<file path="src/hdl/mte_pkg.sv">
// Shared constants, types and the sine table for the modulated tape echo.
// Depends on nothing; every other file imports it.
`default_nettype none
package mte_pkg;
  localparam int RING_FRAMES  = 65536;
  localparam int RING_BITS    = $clog2(RING_FRAMES);
  localparam int SINE_ENTRIES = 1024;
  localparam int SINE_BITS    = $clog2(SINE_ENTRIES);
  localparam int PHASE_BITS   = 24;
  localparam int POS_BITS     = RING_BITS + 8;
  localparam int DLY_W        = (POS_BITS > 27) ? POS_BITS : 27;
  localparam int SAMPLE_W     = 16;
  localparam int RING_W       = 18;
  localparam int WORD_W       = 2 * RING_W;
  localparam int QUO_BITS     = 20;
  localparam int NUM_W        = 41;
  localparam int DEN_W        = 26;
  localparam int SH_W         = DEN_W + QUO_BITS - 1;
  localparam int CNT_W        = $clog2(QUO_BITS + 1);

  localparam logic [30:0] SWING_M  = 31'd1832519380;
  localparam int          SWING_SH = 37;
  localparam logic [25:0] DIV100_M = 26'd42949673;
  localparam logic [25:0] SOFT_DEN = 26'd3276800;

  typedef enum logic [2:0] {
    REG_ENABLE, REG_BASE, REG_STEP, REG_DEPTH, REG_FEEDBACK, REG_MIX, REG_SAT
  } cfg_reg_t;

  typedef enum logic [3:0] {
    S_IDLE, S_SWING, S_MOD, S_POS, S_RD0, S_RD1, S_INT0, S_INT1,
    S_GAIN, S_SCALE, S_SOFT, S_DIV, S_WB
  } state_t;

  typedef struct packed {
    logic busy;
    logic done;
  } div_stat_t;

  typedef logic signed [15:0] sine_tab_t [SINE_ENTRIES];

  function automatic logic signed [15:0] quarter_sine(logic [63:0] x);
    logic [63:0] x2;
    logic [63:0] p;
    logic [63:0] r;
    x2 = (x * x) >> 30;
    p  = 64'd172272;
    p  = 64'd5026995 - ((p * x2) >> 30);
    p  = 64'd85569306 - ((p * x2) >> 30);
    p  = 64'd693598669 - ((p * x2) >> 30);
    p  = 64'd1686629713 - ((p * x2) >> 30);
    r  = (p * x) >> 30;
    r  = (r + 64'd16384) >> 15;
    if (r > 64'd32767) r = 64'd32767;
    return $signed(r[15:0]);
  endfunction

  function automatic sine_tab_t make_sine();
    sine_tab_t t;
    logic [63:0] q4;
    logic [63:0] quad;
    logic [63:0] r;
    logic signed [15:0] s;
    for (int k = 0; k < SINE_ENTRIES; k++) begin
      q4   = 64'(k) * 64'd4;
      quad = q4 / SINE_ENTRIES;
      r    = q4 % SINE_ENTRIES;
      if (quad[0]) r = 64'(SINE_ENTRIES) - r;
      s    = quarter_sine((r << 30) / SINE_ENTRIES);
      t[k] = (quad >= 64'd2) ? -s : s;
    end
    return t;
  endfunction

  localparam sine_tab_t SINE_TAB = make_sine();
endpackage
`default_nettype wire

</file>
<file path="src/hdl/mte_div.sv">
// Restoring divider for the soft clip, one quotient bit per cycle.
// Depends on mte_pkg for operand widths and the status struct.
`default_nettype none
module mte_div (
  input  wire logic                         clk,
  input  wire logic                         rst_n,
  input  wire logic                         start,
  input  wire logic [mte_pkg::NUM_W-1:0]    num,
  input  wire logic [mte_pkg::DEN_W-1:0]    den,
  output mte_pkg::div_stat_t                stat,
  output logic      [mte_pkg::QUO_BITS-1:0] quo
);
  import mte_pkg::*;

  logic [SH_W-1:0]     rem_r, rem_nxt;
  logic [SH_W-1:0]     dsh_r;
  logic [QUO_BITS-1:0] quo_r;
  logic [CNT_W-1:0]    cnt_r;
  logic                busy_r, done_r;
  logic                take;

  assign take    = rem_r >= dsh_r;
  assign rem_nxt = take ? rem_r - dsh_r : rem_r;

  always_ff @(posedge clk) begin
    if (!rst_n) begin
      busy_r <= 1'b0;
      done_r <= 1'b0;
      cnt_r  <= '0;
    end else begin
      done_r <= 1'b0;
      if (start) begin
        busy_r <= 1'b1;
        cnt_r  <= CNT_W'(QUO_BITS);
      end else if (busy_r) begin
        cnt_r <= cnt_r - 1'b1;
        if (cnt_r == CNT_W'(1)) begin
          busy_r <= 1'b0;
          done_r <= 1'b1;
        end
      end
    end
  end

  always_ff @(posedge clk) begin
    if (start) begin
      rem_r <= SH_W'(num);
      dsh_r <= {den, {(QUO_BITS-1){1'b0}}};
      quo_r <= '0;
    end else if (busy_r) begin
      rem_r <= rem_nxt;
      dsh_r <= dsh_r >> 1;
      quo_r <= {quo_r[QUO_BITS-2:0], take};
    end
  end

  assign stat.busy = busy_r;
  assign stat.done = done_r;
  assign quo       = quo_r;
endmodule
`default_nettype wire
</file>
<file path="config.mk">
export PLATFORM = sky130hd
export DESIGN_NAME = mte_div
export DESIGN_NICKNAME = d
export VERILOG_FILES = /design/src/hdl/mte_pkg.sv /design/src/hdl/mte_div.sv
export SDC_FILE = /design/constraint.sdc
export NUM_CORES = 1
export LEC_CHECK = 0
export BUFFER_PORTS_ARGS = -buffer_cell sky130_fd_sc_hd__buf_2
export CELL_PAD_IN_SITES_DETAIL_PLACEMENT = 1
export CELL_PAD_IN_SITES_GLOBAL_PLACEMENT = 2
export CORE_UTILIZATION = 30
export CTS_CLUSTER_SIZE = 16
export DETAILED_ROUTE_END_ITERATION = 7
export PLACE_DENSITY_LB_ADDON = 0.05
export SYNTH_ARGS = -nofsm -noshare
export SYNTH_HDL_FRONTEND = slang
export SYNTH_SLANG_ARGS = --single-unit
</file>
<file path="constraint.sdc">
create_clock -name clk -period 3.9 [get_ports clk]
set_clock_uncertainty 0.15 [all_clocks]
set_input_delay 1.17 -clock clk [delete_from_list [all_inputs] [get_ports clk]]
set_output_delay 1.17 -clock clk [all_outputs]
set_load 0.03 [all_outputs]
</file>
[After elaboration in Yosys (flattened, before gate mapping)]
Cells that the tools add are included.
Cells by class
  $add $sub $neg: 2
  magnitude comparators: 1
  equality and inequality tests: 1
  muxes and demuxes: 11
  bitwise logic cells: 2
  reduce and logical (&&, ||, !) cells: 6
Operators with widths (number)
  $mux 41: 3
  $mux 45: 2
  $ge 45x45->1: 1
  $sub 45x45->45: 1
  $mux 5: 2
  $eq 5x1->1 const B: 1
  $sub 5x1->5 const B: 1
  $mux 1: 4
  $reduce_and 2->1: 2
  $reduce_bool 2->1: 2
  $reduce_or 3->1: 1
  $not 1->1: 2
  $reduce_or 2->1: 1
Word-level totals
  register bits after elaboration: 117
  output and inout bits: 22

[Longest topological paths before layout]
  word-level depth: 4
  mapped depth: 13

[Least setup slack after synthesis]
No wires, ideal clock.
  kind: register to register
  start: reg dsh_r[1]
  end: reg rem_r[0] (enable)
  library setup time: 400 ps
  arrival: 3313 ps
  data required time: 3350 ps
  slack: 37 ps
  cell stages (with the launch flop): 12
  buffers on the path: 0
  cell sequence: dfxtp_1 > inv_1 > ha_1 > nor2b_1 > o211ai_2 > a311o_1 > a2111oi_4 > o211ai_2 > a21oi_2 > o311ai_2 > a31oi_4 > or2_1
On the way
  cells in the longest elaborated chain, start to end: 3
RTL lines
  start, declared: RTL line mte_div.sv:16  | logic [SH_W-1:0] dsh_r;
  start signal, assigned: RTL line mte_div.sv:48  | dsh_r <= {den, {(QUO_BITS-1){1'b0}}};
  start signal, assigned: RTL line mte_div.sv:52  | dsh_r <= dsh_r >> 1;
  $ge 45x45->1: RTL line mte_div.sv:22  | assign take = rem_r >= dsh_r;
  $reduce_bool 2->1 (no source line)
  $reduce_and 2->1 (no source line)
  end signal, assigned: RTL line mte_div.sv:47  | rem_r <= SH_W'(num);
  end signal, assigned: RTL line mte_div.sv:51  | rem_r <= rem_nxt;
  end, declared: RTL line mte_div.sv:15  | logic [SH_W-1:0] rem_r, rem_nxt;
No other way between the ends.
A chain may end at the register's enable or synchronous reset.

[Final worst setup path]
  start: reg rem_r[0]
  end: reg rem_r[40], data pin
On the way
  cells in the longest elaborated chain, start to end: 4
RTL lines
  $sub 45x45->45: RTL line mte_div.sv:23  | assign rem_nxt = take ? rem_r - dsh_r : rem_r;
  $mux 41: RTL line mte_div.sv:23
  $mux 41: RTL line mte_div.sv:50  | end else if (busy_r) begin
  $mux 41: RTL line mte_div.sv:46  | if (start) begin
No other way between the ends. The select of a mux whose other input is x is not followed.

==> flow_results.org <==
** Status
- Outcome :: complete, no violations

** STA
- Transition time at the pin with the least slew margin :: between 0.7 and 0.8 ns
- Post-Route Hold Slack :: roughly 0.33 ns
- Part of the cycle the worst path needs :: between 90% and 100%
- Pins over their slew limit :: 0
- Max_slew headroom :: 52.6%
- Maximum clock rate :: between 0.2 and 0.3 GHz
- Final setup violation count :: 0
- The clock period could shrink to between 3 and 4 ns.
- Hold Vio Cnt, Final :: 0
- Summed over all failing endpoints, the final setup total negative slack is 0 ns.
- Setup repair after global routing left no endpoint under its margin.

** Pwr
- Leakage dissipation :: about 3.7 nW
- Clock power frac :: 34.9%
- The share of total power dissipated in combinational logic is between 30% and 40%.
- The worst-case IR drop observed on VDD is about 0.22 mV.
- In this run the power density over the cells is ~520 nW/um^2.
- In this run switching power makes up between 30% and 40% of total power.
- Sequential Power Share :: around 33%
- Internal power :: about 2.9 mW
- Summed over all nets, the switching power comes to approximately 1.7 mW.
- Total power :: about 4.5 mW

** Die
- Pin placement for this block handled between 90 and 100 I/O pins.
- The floorplan step defined a die boundary enclosing 25400 um^2.
- Chip Height :: 159 um
- Effective utilization at floorplan :: 30.6%
- Row count :: 57
- CORE AREA :: 24300 um^2
- Die width :: 159 um

** Synth
- Netlist Area Pre-Place :: around 7400 um^2
- Share of synthesized area occupied by flip-flops and latches :: just over 40%
- Post-Synthesis Cells :: 825
- Counting flops with a built-in enable in the synthesized netlist gives between 60 and 70.
- Flip-flop and latch count after synthesis :: 117
- Mean instance size in the synthesized netlist :: approximately 9.0 um^2
- When the netlist entered floorplanning its net count stood at between 900 and 1000.
- In this run, distinct cell masters in the synthesized netlist total between 60 and 70.
- Main flop type after synthesis :: sky130_fd_sc_hd__edfxtp_1
- Synth warnings :: 0
- Ys async rst share :: 0%

** Clocking
- Hold bufs inserted after CTS :: 0
- The clock passes through at most 2 buffers.
- CTS clock-pin slew for the worst setup and hold paths :: approximately 0.07 ns
- The H-tree was split into 4 levels.
- Root cell of the clock tree :: sky130_fd_sc_hd__clkbuf_16
- Post CTS Setup Buffer Count :: 0
- CTS saw approximately 120 sinks.
- In this run, post-CTS repair resized a total of 0 instances.
- Clock latency on the worst-skew pair, taken at its later pin, is approximately 0.44 ns.
- TritonCTS built the clock tree.
- Number of clock buffers inserted by TritonCTS :: 17

** Cells and area
- With fillers left out, the area of the finished cells amounts to between 8000 and 9000 um^2.
- Number of antenna repair diodes :: 0
- Area growth from synthesis to layout :: 18.0%
- The post-route netlist has 17.0% of its cells at a drive strength greater than 1.
- Layout Cells excl Fill :: ~1200
- At the end of the flow, the number of nets in the layout was a little over 1000.

** Placement
- After legalization and detailed placement, the total HPWL measured 15.4 mm.
- The count of buffers added on input and output ports is 91.
- Once placement completed, the tool counted placed cells totaling roughly 1200.
- Post-placement cell area :: ~8200 um^2
- The congestion estimate from routability-driven global placement came to between 0.7 and 0.8.

** Routing
- DR WL/cell :: approximately 17 um
- Final WL :: a little over 20 mm
- Count of routing violations after the opening detailed-route iteration :: about 250
- Remaining antenna violation count :: 0
- Vias :: around 6000
- Vias per std cell :: 4.96
- For this run, design rule violations remaining after detail routing come to 0.
- For this run, the detailed router's first-pass iteration total came to 4.

** Global routing
- Entering global routing, the biggest net connects 75 pins.
- Via count of the first global-routing pass :: 6737
- Global route total overflow :: 0
- First-pass GRT wire length :: 34.8 mm
- Initial antenna violation count :: 0
- Global routing consumed, over all layers together, 17.0% of the routing resources.

** Worst setup path
- Top fanout value on the critical path :: 3
- For this run, the slowest stage of the critical path takes between 0.4 and 0.5 ns.
- Traced cell by cell, the critical path runs through inv_1 -> ha_1 -> fa_1 -> nand2b_1 -> a21oi_1 -> o211ai_2 -> and3_1 -> o31ai_2 -> a211oi_2 -> o21ai_1 -> a21o_1 -> xnor2_1 -> o21ai_0.
- Critical setup path kind :: reg2reg
- For the worst setup path, the data arrival time is 3.56 ns.
- Required time at the worst-slack endpoint :: 3.91 ns
- The slowest stage of the critical path is the sky130_fd_sc_hd__fa_1 cell.
- Kind of start point of the critical path :: flip-flop
- The worst setup path is captured at a flip-flop.

** Run
- Max-cap violations in this run came to 0.

** Hold path
- In this run the worst hold path is classified as reg2reg.
==> cells in the final DEF (no fill, tap or decap), types with 19 or more instances in the layout <==
cell type and count:
sky130_fd_sc_hd__a21o_1 21, sky130_fd_sc_hd__buf_2 90, sky130_fd_sc_hd__nor2_1 73, sky130_fd_sc_hd__a21oi_1 55, sky130_fd_sc_hd__edfxtp_1 67, sky130_fd_sc_hd__mux2i_1 39, sky130_fd_sc_hd__xnor2_1 23, sky130_fd_sc_hd__xor2_1 19
sky130_fd_sc_hd__o21ai_0 54, sky130_fd_sc_hd__inv_1 58, sky130_fd_sc_hd__o31ai_1 28, sky130_fd_sc_hd__dfxtp_1 49, sky130_fd_sc_hd__ha_1 47, sky130_fd_sc_hd__nand2_1 105
==> per-layer routing <==
layer  vias up  routed length, um  GRT usage [%]
met2        91              10000           29.5
met1      2941               9890           21.3
met5         -                  0              0
met3        26                601           3.62
li1       3083                  -              -
met4         0                263           4.76
==> cell usage after synthesis, drive strengths merged (6+ instances only) <==
cell type    n  share of area (%)
a211oi       7               0.84
a21o        21                2.1
a21oi       59                4.3
and3         9               0.76
buf         10               0.66
clkbuf      35                1.8
dfxtp       50                 13
edfxtp      67                 27
ha          47                7.9
inv         58                2.9
mux2i       39                5.3
nand2      105                5.3
nand2b      10               0.84
nand3       10               0.67
nand4       10               0.84
nor2        73                3.7
nor2b        8               0.67
nor3         6               0.40
o21ai       63                4.3
o21bai       7               0.71
o31ai       30                3.2
xnor2       23                2.7
xor2        19                2.2
==> through the flow <==
step	util [%]	worst slack (ns)
CTS	36.1	0.290
detailed placement	33.7	0.321
global placement	33.7	0.445
floorplan	-	0.0370
finish	36.1	0.351
global route	36.1	0.0576
==> logic make-up after synthesis <==
family	after synthesis	synth area share, %
compound gates	220	20.0
xor+xnor	42	4.95
fa+ha+maj	48	8.18
buf+inv	104	5.40
simple gates	254	15.5
flops	117	40.5
mux	40	5.40
==> flip-flops by register name, indices dropped and copies added, names as in the netlist <==
signal,cells
rem_r,45
done_r,1
busy_r,1
cnt_r,5
dsh_r,45
quo,20
==> layout make-up <==
class / instances / area (um^2)
Clock buffer: 17 / 425
Clock inverter: 15 / 156
Fill cell: 2857 / 15500
Inverter: 59 / 221
Multi-Input combinational cell: 604 / 4020
Sequential cell: 117 / 3010
Tap cell: 324 / 405
Timing Repair Buffer: 101 / 533
==> final timing paths <==
kind	startpoint	slack (ns)	cells past startpoint	to
worst max-delay path	rem_r[0]	0.35	13	rem_r[40]
worst min-delay path	rem_r[41]	0.33	2	rem_r[41]
worst max register to register	rem_r[0]	0.35	13	rem_r[40]
worst min register to register	rem_r[41]	0.33	2	rem_r[41]
==> worst max-delay path, delay by kind of cell (launching register included) <==
kind,cells,cell delay [ns]
XOR/XNOR,1,0.13
flip-flops,1,0.33
AND/OR/NAND/NOR,2,0.38
adder cells (fa/ha/maj),2,0.63
AO/OA/AOI/OAI,7,1.60
buffers and inverters,1,0.05
==> power by group through the flow <==
| stage | Clock, mW | Combinational, mW | Sequential, mW |
|---|---|---|---|
| finish | 1.58 | 1.45 | 1.50 |
| global route | 1.67 | 1.64 | 1.51 |
| CTS | 1.64 | 1.47 | 1.50 |
| detailed placement | 0 | 1.46 | 1.52 |
| global placement | 0 | 1.46 | 1.52 |
| floorplan | 0 | 1.07 | 1.51 |
(Power assumes the default switching activity.)
